[config.mk]
export PLATFORM = sky130hd
export DESIGN_NAME = velocity_frame_receiver_watchdog
export DESIGN_NICKNAME = d
export VERILOG_FILES = /design/src/vfrw_pkg.sv /design/src/vfrw_window.sv /design/src/vfrw_watchdog.sv /design/src/velocity_frame_receiver_watchdog.sv
export VERILOG_INCLUDE_DIRS = /design/src /design/src/src
export SDC_FILE = /design/constraint.sdc
export NUM_CORES = 1
export LEC_CHECK = 0
export BUFFER_PORTS_ARGS = -buffer_cell sky130_fd_sc_hd__buf_2
export CAP_MARGIN = 30
export CELL_PAD_IN_SITES_DETAIL_PLACEMENT = 2
export CELL_PAD_IN_SITES_GLOBAL_PLACEMENT = 2
export CORE_ASPECT_RATIO = 0.9
export CORE_MARGIN = 2
export CORE_UTILIZATION = 41
export CTS_CLUSTER_SIZE = 20
export DETAILED_ROUTE_END_ITERATION = 8
export PLACE_DENSITY_LB_ADDON = 0.08
export SYNTH_ARGS = -nofsm -noshare
export SYNTH_HDL_FRONTEND = slang
export SYNTH_SLANG_ARGS = --single-unit
[constraint.sdc]
create_clock -name clk -period 7.3 [get_ports clk]
set_input_delay 1.825 -clock clk [delete_from_list [all_inputs] [get_ports clk]]
set_output_delay 1.825 -clock clk [all_outputs]
set_load 0.03 [all_outputs]
[src/assert_macros.svh]
// Assertion macros shared by the velocity frame receiver RTL.
// No dependencies; define SYNTH to compile the checks out.
`ifndef ASSERT_MACROS_SVH
`define ASSERT_MACROS_SVH

`ifndef SYNTH

// A property that must hold at every clock edge outside of reset.
`define ASSERT_PROP(lbl, clk, rstn, prop) \
  lbl: assert property (@(posedge clk) disable iff (!rstn) (prop)) \
    else $error("%m: property failed");

// A condition that must never be true outside of reset.
`define ASSERT_NEVER(lbl, clk, rstn, cond) \
  lbl: assert property (@(posedge clk) disable iff (!rstn) !(cond)) \
    else $error("%m: forbidden condition seen");

`else

`define ASSERT_PROP(lbl, clk, rstn, prop)
`define ASSERT_NEVER(lbl, clk, rstn, cond)

`endif

`endif

[src/vfrw_pkg.sv]
// Shared constants and types of the velocity frame receiver.
// No dependencies; used by the window, watchdog and top level.
`default_nettype none

package vfrw_pkg;

  // Frame layout constants.
  localparam logic [7:0] SYNC_FIRST  = 8'hAA;
  localparam logic [7:0] SYNC_SECOND = 8'h55;
  localparam logic [7:0] VEL_TYPE    = 8'h01;
  localparam logic [7:0] VEL_LEN     = 8'h04;

  // Window geometry: eight held bytes plus the incoming one make a frame.
  localparam int WIN_DEPTH = 8;
  localparam int WIN_IDX_W = $clog2(WIN_DEPTH);
  localparam int FILL_W    = WIN_IDX_W + 1;
  localparam logic [FILL_W-1:0] WIN_FULL = FILL_W'(WIN_DEPTH);

  // Watchdog limit after reset.
  localparam logic [15:0] WDOG_LIMIT_RST = 16'd50;

  // Input command codes.
  localparam logic CMD_BYTE = 1'b0;
  localparam logic CMD_TICK = 1'b1;

  // Match result of the window for the current byte.
  typedef struct packed {
    logic        match;
    logic [15:0] left;
    logic [15:0] right;
  } frame_info_t;

  // Watchdog controls for one processed word.
  typedef struct packed {
    logic tick;
    logic clear;
  } wdog_ctrl_t;

endpackage

`default_nettype wire

[src/vfrw_window.sv]
// Sliding byte window and velocity frame matcher.
// Depends on vfrw_pkg and assert_macros.svh.
`default_nettype none
`include "assert_macros.svh"

module vfrw_window (
  input  wire logic                 clk,
  input  wire logic                 rst_n,
  input  wire logic                 byte_en,
  input  wire logic [7:0]           rx_byte,
  input  wire logic                 chunk_end,
  output vfrw_pkg::frame_info_t     info
);
  import vfrw_pkg::*;

  logic [7:0]        win_r [WIN_DEPTH];
  logic [FILL_W-1:0] fill_r;
  logic              full;
  logic [7:0]        sum;

  // Header and length compare against held bytes, the checksum against the incoming byte.
  always_comb begin
    full = (fill_r == WIN_FULL);
    sum  = VEL_TYPE ^ VEL_LEN ^ win_r[4] ^ win_r[5] ^ win_r[6] ^ win_r[7];
    info.match = full && (win_r[0] == SYNC_FIRST) && (win_r[1] == SYNC_SECOND) &&
                 (win_r[2] == VEL_TYPE) && (win_r[3] == VEL_LEN) && (sum == rx_byte);
    info.left  = {win_r[5], win_r[4]};
    info.right = {win_r[7], win_r[6]};
  end

  // Fill count: empties on a match or at the end of a chunk.
  always_ff @(posedge clk) begin
    if (!rst_n) begin
      fill_r <= '0;
    end else if (byte_en) begin
      if (info.match || chunk_end) begin
        fill_r <= '0;
      end else if (!full) begin
        fill_r <= fill_r + 1'b1;
      end
    end
  end

  // Byte storage: append while filling, shift out the oldest when full.
  always_ff @(posedge clk) begin
    if (byte_en && !info.match) begin
      if (full) begin
        for (int k = 0; k < WIN_DEPTH - 1; k++) begin
          win_r[k] <= win_r[k+1];
        end
        win_r[WIN_DEPTH-1] <= rx_byte;
      end else begin
        win_r[fill_r[WIN_IDX_W-1:0]] <= rx_byte;
      end
    end
  end

  `ASSERT_NEVER(a_fill_range, clk, rst_n, fill_r > WIN_FULL)
  `ASSERT_PROP(a_match_empties, clk, rst_n, (byte_en && info.match) |=> (fill_r == '0))
  `ASSERT_PROP(a_match_needs_full, clk, rst_n, info.match |-> full)

endmodule

`default_nettype wire

[src/vfrw_watchdog.sv]
// Saturating silence counter that flags expiry of the command watchdog.
// Depends on vfrw_pkg and assert_macros.svh.
`default_nettype none
`include "assert_macros.svh"

module vfrw_watchdog (
  input  wire logic                 clk,
  input  wire logic                 rst_n,
  input  wire vfrw_pkg::wdog_ctrl_t ctrl,
  input  wire logic [15:0]          limit,
  output logic                      expire
);
  import vfrw_pkg::*;

  logic [15:0] count_r;
  logic [15:0] count_inc;
  logic        below;

  // A tick counts only below the limit; reaching it is the expiry.
  always_comb begin
    below     = (count_r < limit);
    count_inc = count_r + 16'd1;
    expire    = ctrl.tick && below && (count_inc == limit);
  end

  // Counter update: a valid frame clears, a tick below the limit advances.
  always_ff @(posedge clk) begin
    if (!rst_n) begin
      count_r <= '0;
    end else if (ctrl.clear) begin
      count_r <= '0;
    end else if (ctrl.tick && below) begin
      count_r <= count_inc;
    end
  end

  `ASSERT_NEVER(a_tick_and_clear, clk, rst_n, ctrl.tick && ctrl.clear)
  `ASSERT_PROP(a_expire_at_limit, clk, rst_n, expire |=> (count_r == $past(limit)))

endmodule

`default_nettype wire

[src/velocity_frame_receiver_watchdog.sv]
// Top level of the velocity frame receiver with command watchdog.
// Depends on vfrw_pkg, vfrw_window, vfrw_watchdog and assert_macros.svh.
//
// Usage: the input channel carries one word per received serial byte
// (command 0, with rx_byte and chunk_end) or per watchdog tick (command 1).
// Every input word produces exactly one output word with the current left
// and right targets in mrad/s, a frame_accepted flag for the byte that
// completed a valid frame, and a stop_event flag for the tick that made the
// watchdog expire. Both channels use valid/stall; a word moves on an edge
// with valid high and stall low.
// A word is captured in the input register, then the frame match and
// watchdog update run in one pass into the output register. The block
// takes one word per cycle unless the receiver stalls; then the output
// register holds its word and in_stall is high while the input register
// holds one. Reset (synchronous, active low) empties the window, zeroes
// both targets and the silence count, and loads a watchdog limit of 50.
// The limit is written through cfg_write_en/cfg_write_data; the user
// writes it only while the block is idle; the block does not enforce it.
`default_nettype none
`include "assert_macros.svh"

module velocity_frame_receiver_watchdog (
  input  wire logic               clk,
  input  wire logic               rst_n,
  // Configuration port
  input  wire logic               cfg_write_en,
  input  wire logic [15:0]        cfg_write_data,
  // Input channel
  input  wire logic               in_valid,
  output logic                    in_stall,
  input  wire logic               in_command,
  input  wire logic [7:0]         in_rx_byte,
  input  wire logic               in_chunk_end,
  // Output channel
  output logic                    out_valid,
  input  wire logic               out_stall,
  output logic signed [15:0]      out_left_target,
  output logic signed [15:0]      out_right_target,
  output logic                    out_frame_accepted,
  output logic                    out_stop_event
);
  import vfrw_pkg::*;

  logic [15:0] wdog_limit_r;

  logic        s1_valid_r;
  logic        s1_command_r;
  logic [7:0]  s1_byte_r;
  logic        s1_chunk_end_r;

  logic        out_valid_r;
  logic [15:0] out_left_r;
  logic [15:0] out_right_r;
  logic        out_frame_r;
  logic        out_stop_r;

  logic [15:0] left_speed_r;
  logic [15:0] right_speed_r;

  logic          s1_adv;
  logic          step;
  logic          byte_en;
  frame_info_t   info;
  wdog_ctrl_t    wd_ctrl;
  logic          expire;
  logic          accepted;
  logic [15:0]   left_nxt;
  logic [15:0]   right_nxt;

  // Configuration register.
  always_ff @(posedge clk) begin
    if (!rst_n) begin
      wdog_limit_r <= WDOG_LIMIT_RST;
    end else if (cfg_write_en) begin
      wdog_limit_r <= cfg_write_data;
    end
  end

  // Handshake: the input register moves on whenever the output has room.
  always_comb begin
    s1_adv   = !out_valid_r || !out_stall;
    in_stall = s1_valid_r && !s1_adv;
    step     = s1_valid_r && s1_adv;
    byte_en  = step && (s1_command_r == CMD_BYTE);
  end

  // Input register.
  always_ff @(posedge clk) begin
    if (!rst_n) begin
      s1_valid_r <= 1'b0;
    end else if (!in_stall) begin
      s1_valid_r <= in_valid;
    end
  end

  always_ff @(posedge clk) begin
    if (in_valid && !in_stall) begin
      s1_command_r   <= in_command;
      s1_byte_r      <= in_rx_byte;
      s1_chunk_end_r <= in_chunk_end;
    end
  end

  vfrw_window u_window (
    .clk       (clk),
    .rst_n     (rst_n),
    .byte_en   (byte_en),
    .rx_byte   (s1_byte_r),
    .chunk_end (s1_chunk_end_r),
    .info      (info)
  );

  always_comb begin
    accepted      = byte_en && info.match;
    wd_ctrl.tick  = step && (s1_command_r == CMD_TICK);
    wd_ctrl.clear = accepted;
  end

  vfrw_watchdog u_watchdog (
    .clk    (clk),
    .rst_n  (rst_n),
    .ctrl   (wd_ctrl),
    .limit  (wdog_limit_r),
    .expire (expire)
  );

  // Target selection: a frame loads, an expiry zeroes, otherwise hold.
  always_comb begin
    priority if (accepted) begin
      left_nxt  = info.left;
      right_nxt = info.right;
    end else if (expire) begin
      left_nxt  = '0;
      right_nxt = '0;
    end else begin
      left_nxt  = left_speed_r;
      right_nxt = right_speed_r;
    end
  end

  always_ff @(posedge clk) begin
    if (!rst_n) begin
      left_speed_r  <= '0;
      right_speed_r <= '0;
    end else if (step) begin
      left_speed_r  <= left_nxt;
      right_speed_r <= right_nxt;
    end
  end

  // Output register.
  always_ff @(posedge clk) begin
    if (!rst_n) begin
      out_valid_r <= 1'b0;
    end else if (s1_adv) begin
      out_valid_r <= s1_valid_r;
    end
  end

  always_ff @(posedge clk) begin
    if (step) begin
      out_left_r  <= left_nxt;
      out_right_r <= right_nxt;
      out_frame_r <= accepted;
      out_stop_r  <= expire;
    end
  end

  assign out_valid          = out_valid_r;
  assign out_left_target    = $signed(out_left_r);
  assign out_right_target   = $signed(out_right_r);
  assign out_frame_accepted = out_frame_r;
  assign out_stop_event     = out_stop_r;

  `ASSERT_NEVER(a_flags_exclusive, clk, rst_n, out_valid_r && out_frame_r && out_stop_r)
  `ASSERT_PROP(a_stop_zeroes, clk, rst_n,
    (out_valid_r && out_stop_r) |-> (out_left_r == '0 && out_right_r == '0))
  `ASSERT_PROP(a_drain, clk, rst_n,
    (out_valid_r && !out_stall && !s1_valid_r) |=> !out_valid_r)
  `ASSERT_PROP(a_cfg_write, clk, rst_n,
    $past(cfg_write_en) |-> (wdog_limit_r == $past(cfg_write_data)))

endmodule

`default_nettype wire

==> results_dict.tcl, run 1 <==
set metrics [dict create \
    status "finished, final reports clean" \
    p_comb_share_pct 5.1 \
    routed_wl_um 23300 \
    worst-endpoint-arrival_ns 5.01 \
    worst_slew_pin_slew_ns 0.988 \
    drt_iter0_markers 300 \
    grt_pass1_vias 6367 \
    port_buffers 66 \
    fin_crit_sh_pct 66.1 \
    cts_sinks 178 \
    area_delta_synth_final_pct 14.0 \
    cts.hold.buffers_added 0 \
    synth-edff-count 108 \
    fin_crit_ns 4.82 \
    pwr-share-seq_pct 51.7 \
    dp_hpwl_um 16000 \
    path_max_fanout 18 \
    crit_path_end_kind "register" \
    final_cell_area_mm2 0.00965 \
    ys_seq_area_share_pct 54.9 \
    hold_depth 1 \
    clockPowerShare_pct 43.2 \
    cts_buffer_depth 2 \
    leakage_nw 3.61 \
    fp.dieArea_mm2 0.0218 \
    rows 49 \
    ys_types 51 \
    cts_root_buf "clkbuf_16" \
    slew_headroom_pct 33.6 \
    finalSetupViolCount 0 \
    grt_pass1_wl_um 37900 \
    diodes 0 \
    syn_avg_cell_area_um2 11.9 \
    synth_fp_nets 763 \
    cts_resized 0 \
    viasPerCell 5.63 \
    synth_seq_cells 178 \
    clk_latency_ns 0.44 \
    ys_warn_count 0 \
    antenna_found_initial 1 \
    cts_setup_buffers 0 \
    r2r_slack_ns 3.12 \
    cts.clk_slew.worst_paths_ns 0.07 \
    gp_congestion 0.866 \
    skew_ns 0.0135 \
    syn_area_mm2 0.00847 \
    power_density_mw_per_mm2 221 \
    drv_slew 0 \
    synthCells 713 \
    internal_power_mw 1.61 \
    whs_endpoint "left_speed_r[13]" \
    fin_total_pwr_mw 2.13 \
    rr_endpoint "out_left_target[14]" \
    switching_share_pct 24.2 \
    numCtsBuffers 17 \
    die_h_um 140 \
    pin_count 67 \
    htree_num_levels 4 \
    power_switching_mw 0.515 \
    synth_ff_type "edfxtp_1" \
    drv_cap 0 \
    peakVddDrop_uv 143 \
    fp.dieW_um 155 \
    hold_start "left_speed_r[13]" \
    gr-total-overflow 0 \
    vias 5867 \
    hold_viol 0 \
    drive_gt1_share_pct 22.0 \
    drc 0 \
    ff2ff_path_depth 9 \
    finalNetCount 825 \
    dpl_cell_area_mm2 0.00907 \
    r2r_start "u_watchdog.count_r[11]" \
    core-area_mm2 0.0201 \
    cts_tree "built" \
    start_util_pct 42.1 \
    async_reset_ff_share_pct 0 \
    critical_path_class "in -> reg" \
    grt_max_degree 66 \
    wire_per_inst_um 22.4 \
    worstPathRequired_ns 7.49 \
    dr.pass1.iters 4 \
    hold_class "reg -> reg" \
    tns_ns 0 \
    critPathLaunchType "input pin" \
    max_freq_mhz 207 \
    grt_usage_pct 22.6 \
    ant_nets 0 \
    rsz0062_at_grt "no" \
]
state kept, by name, summed over array words and instances (netlist names):
name	count
left_speed_r	16
out_frame_accepted	1
out_left_target	16
out_right_target	16
out_stop_event	1
out_valid	1
right_speed_r	16
s1_byte_r	8
s1_chunk_end_r	1
s1_command_r	1
s1_valid_r	1
u_watchdog.count_r	16
u_window.fill_r	4
u_window.win_r	64
wdog_limit_r	16
area by class of cell:
class | count | area (µm²)
inverter | 22 | 82.6
multi-input combinational | 482 | 3620
sequential | 178 | 4640
fill | 1993 | 10500
clock inverter | 12 | 120
timing repair buffer | 74 | 408
clock buffer | 20 | 458
tap | 255 | 319
layout by cell type (no fill, tap or decap), types with 3 or more instances in the layout:
| cell type | instances |
|---|---|
| edfxtp_1 | 108 |
| nor3_1 | 10 |
| nor4b_1 | 3 |
| xor2_1 | 18 |
| nand2b_1 | 9 |
| nor3_2 | 3 |
| o211ai_1 | 6 |
| inv_6 | 4 |
| nor2_1 | 45 |
| and3_1 | 4 |
| nor4_1 | 8 |
| a22o_1 | 32 |
| a21oi_1 | 14 |
| nor4bb_1 | 3 |
| nand3b_1 | 34 |
| mux2_2 | 57 |
| dfxtp_1 | 70 |
| xnor3_1 | 8 |
| xnor2_1 | 32 |
| ha_1 | 19 |
| buf_4 | 6 |
| inv_1 | 21 |
| nand3_1 | 14 |
| clkinv_4 | 4 |
| nor2b_1 | 5 |
| nor4_2 | 4 |
| buf_2 | 67 |
| clkbuf_16 | 18 |
| and4_1 | 4 |
| o21ai_0 | 13 |
| mux2i_1 | 16 |
| nand4_1 | 12 |
| nand2_1 | 83 |
| a211oi_1 | 3 |
power groups by stage:
stage	sequential (mW)	clock [mW]	combinational (mW)
2_1_floorplan	1.13	0	0.0522
3_3_place_gp	1.12	0	0.105
3_5_place_dp	1.12	0	0.109
4_1_cts	1.10	0.939	0.110
5_1_grt	1.10	0.978	0.119
6_report	1.10	0.920	0.108
critical path, stage by stage:
cell and delay [ns]:
buf_2 0.13, a21boi_4 0.21, nand3b_1 0.14, a211oi_1 0.63, nand2_1 0.55, or4b_1 1.01, buf_16 0.31, nand3b_1 0.10
nand2_1 0.08
synthesized netlist by cell type, drive strengths merged (5+ instances only):
cell	count	area share, %
nor3	13	0.89
nand2b	9	0.66
nor2b	5	0.37
nand4	13	1.1
nor2	47	2.1
xor2	18	1.9
mux2	57	7.6
nand3b	34	3.0
nand3	14	0.83
xnor3	8	2.1
mux2i	16	1.9
nor4	12	1.2
dfxtp	70	17
ha	19	2.8
clkbuf	20	0.89
edfxtp	108	38
buf	11	0.86
o211ai	7	0.68
a21oi	14	0.83
o21ai	14	0.83
xnor2	32	3.3
inv	21	0.93
nand2	83	3.7
a22o	32	3.3
through the flow:
step,instances,hold WS (ns),utilization [%],setup slack [ns]
floorplan,713,0.444,-,0.622
global placement,1009,0.461,45.0,2.16
detailed placement,1011,0.471,45.1,2.09
CTS,1043,0.493,48.0,2.48
global route,1043,0.507,48.0,2.32
finish,1043,0.490,48.0,2.48
routing by layer:
layer	wire (µm)	global-route usage, %	vias to the layer above
met2	11100	36.7	112
met3	775	4.27	14
met1	11300	32.1	3016
met4	173	4.15	2
met5	13	0	-
li1	-	-	2723
worst max path at each step:
stage,start,to,slack [ns],cells past startpoint
after floorplan,out_stall,out_left_target[0],0.62,9
after global placement,out_stall,out_left_target[7],2.16,8
after detailed placement,out_stall,out_right_target[0],2.09,9
after CTS,out_stall,out_right_target[4],2.48,9
after global routing,out_stall,out_left_target[14],2.32,9
final,out_stall,out_left_target[14],2.48,9
cells by family after synthesis:
group / Yosys count / synth area share, %
buffers and inverters: 53 / 2.72
muxes: 73 / 9.47
and+or+nand+nor: 253 / 16.1
DFF: 178 / 54.9
xor gates and xnor gates: 58 / 7.30
adders and majority gates: 19 / 2.81
AOI/OAI and AO/OA: 79 / 6.74
No activity file was read; power rests on OpenSTA's default activity.
==> run 2: changes to the inputs <==
clock period = 5 ns   (was 7.3 ns; I/O delays follow)
==> results_dict.tcl, run 2 (synthesized netlist as in run 1, its figures left out) <==
set metrics [dict create \
    cts.hold.buffers_added 0 \
    viasPerCell 5.62 \
    status "finished, final reports clean" \
    whs_ns 0.482 \
    leakage_nw 3.65 \
    finalNetCount 832 \
    cts_sinks 178 \
    crit_path_max_incr_delay_ns 0.70 \
    dpl_cell_area_mm2 0.00910 \
    cts_root_buf "clkbuf_16" \
    vias 5902 \
    slew_headroom_pct 30.3 \
    skew_ns 0.0154 \
    path_max_fanout 26 \
    hold_class "reg -> reg" \
    drt_iter0_markers 278 \
    port_buffers 66 \
    grt_pass1_wl_um 38000 \
    cts_buffer_depth 2 \
    fin_crit_ns 3.70 \
    drive_gt1_share_pct 22.6 \
    power_density_mw_per_mm2 326 \
    routed_wl_um 23600 \
    grt_usage_pct 22.9 \
    place_inst 1017 \
    wire_per_inst_um 22.5 \
    final_cell_area_mm2 0.00971 \
    drv_slew 0 \
    critPathLaunchType "register" \
    fp.dieW_um 155 \
    core-area_mm2 0.0201 \
    cp_slowest_cell "nor4_1" \
    cts_setup_buffers 0 \
    r2r_start "u_window.win_r[4][2]" \
    largest_reg_flops 64 \
    cts_resized 0 \
    diodes 0 \
    layout.area.seq_mm2 0.00464 \
    dp_hpwl_um 16300 \
    drv_cap 0 \
    final_cells 1050 \
    gp_congestion 0.836 \
    antenna_found_initial 0 \
    dr.pass1.iters 5 \
    die_h_um 140 \
    pin_count 67 \
    cp_cell_sequence "xnor3_1, xnor2_1, nor4_1, nand4_1, nor2_4, buf_4, nand3b_1, nand2_1" \
    multi_input_area_mm2 0.00362 \
    hold_viol 0 \
    gr-total-overflow 0 \
    fp.dieArea_mm2 0.0218 \
    worstPathRequired_ns 5.19 \
    grt_max_degree 36 \
    start_util_pct 42.1 \
    finalSetupViolCount 0 \
    area_delta_synth_final_pct 14.7 \
    clk_latency_ns 0.44 \
    final_cell_mix "edfxtp_1 (108), nand2_1 (83), dfxtp_1 (70), buf_2 (66), mux2_2 (57)" \
    ant_nets 0 \
    cts.clk_slew.worst_paths_ns 0.07 \
    rows 49 \
    rsz0062_at_grt "no" \
    cp-startpoint "u_window.win_r[4][2]" \
    critical_path_class "reg -> reg" \
    hold_start "right_speed_r[7]" \
    num-fill-cells 2011 \
    tns_ns 0 \
    mostFrequentLayoutCell "edfxtp_1" \
    crit_path_end_kind "register" \
    worst-endpoint-arrival_ns 3.89 \
    fin_crit_sh_pct 74.1 \
    grt_pass1_vias 6520 \
    peakVddDrop_uv 184 \
    cts_tree "built" \
    worst_slew_pin_slew_ns 1.04 \
    max_freq_mhz 270 \
    regMostFlops "u_window.win_r" \
    htree_num_levels 4 \
    numCtsBuffers 17 \
    drc 0 \
]
==> run 2: changes by cell type in the layout (fill, tap and decap cells not counted), sizes merged <==
cell / delta
clkinvlp: -1
buf: +6
clkbuf: -2
inv: -1
clkinv: +3
bufinv: +2
==> run 2: area by class of cell <==
| class | instances | share of cell area [%] |
|---|---|---|
| clock buffer | 17 | 4.38 |
| tap | 255 | 3.28 |
| multi-input combinational | 482 | 37.2 |
| sequential | 178 | 47.8 |
| timing repair buffer | 81 | 4.56 |
| clock inverter | 15 | 1.87 |
| inverter | 22 | 0.850 |
==> run 2: power breakdown <==
part	leakage (nW)	switching, mW	internal (mW)
Sequential	1.54	0.0278	1.58
Clock	0.293	0.602	0.791
Combinational	1.81	0.110	0.0571
==> run 2: stage by stage <==
stage	util [%]	setup slack [ns]	total power, mW
floorplan	-	0.691	1.73
detailed placement	45.3	1.14	1.80
CTS	48.3	1.36	3.20
global placement	45.3	1.18	1.80
global route	48.3	1.13	3.28
finish	48.3	1.30	3.16
==> run 2: path summary, 6_finish.rpt <==
kind         slack [ns]            endpoint  cells after the start
max                1.30  out_left_target[5]                      8
min                0.48    right_speed_r[7]                      1
max reg2reg        1.30  out_left_target[5]                      8
min reg2reg        0.48    right_speed_r[7]                      1
==> run 2: critical path, delay by kind of cell, from the launching register on <==
| family | cells | cell delay [ns] |
|---|---|---|
| and+or+nand+nor | 5 | 2.01 |
| xor gates and xnor gates | 2 | 0.62 |
| buffers and inverters | 1 | 0.34 |
| DFF | 1 | 0.48 |
==> run 2: routing by layer <==
| metal | part of all wire [%] | global-route usage, % |
|---|---|---|
| met2 | 48 | 37.3 |
| met5 | 0 | 0 |
| met4 | 0.60 | 4.93 |
| met3 | 3.8 | 4.46 |
| met1 | 47 | 31.9 |
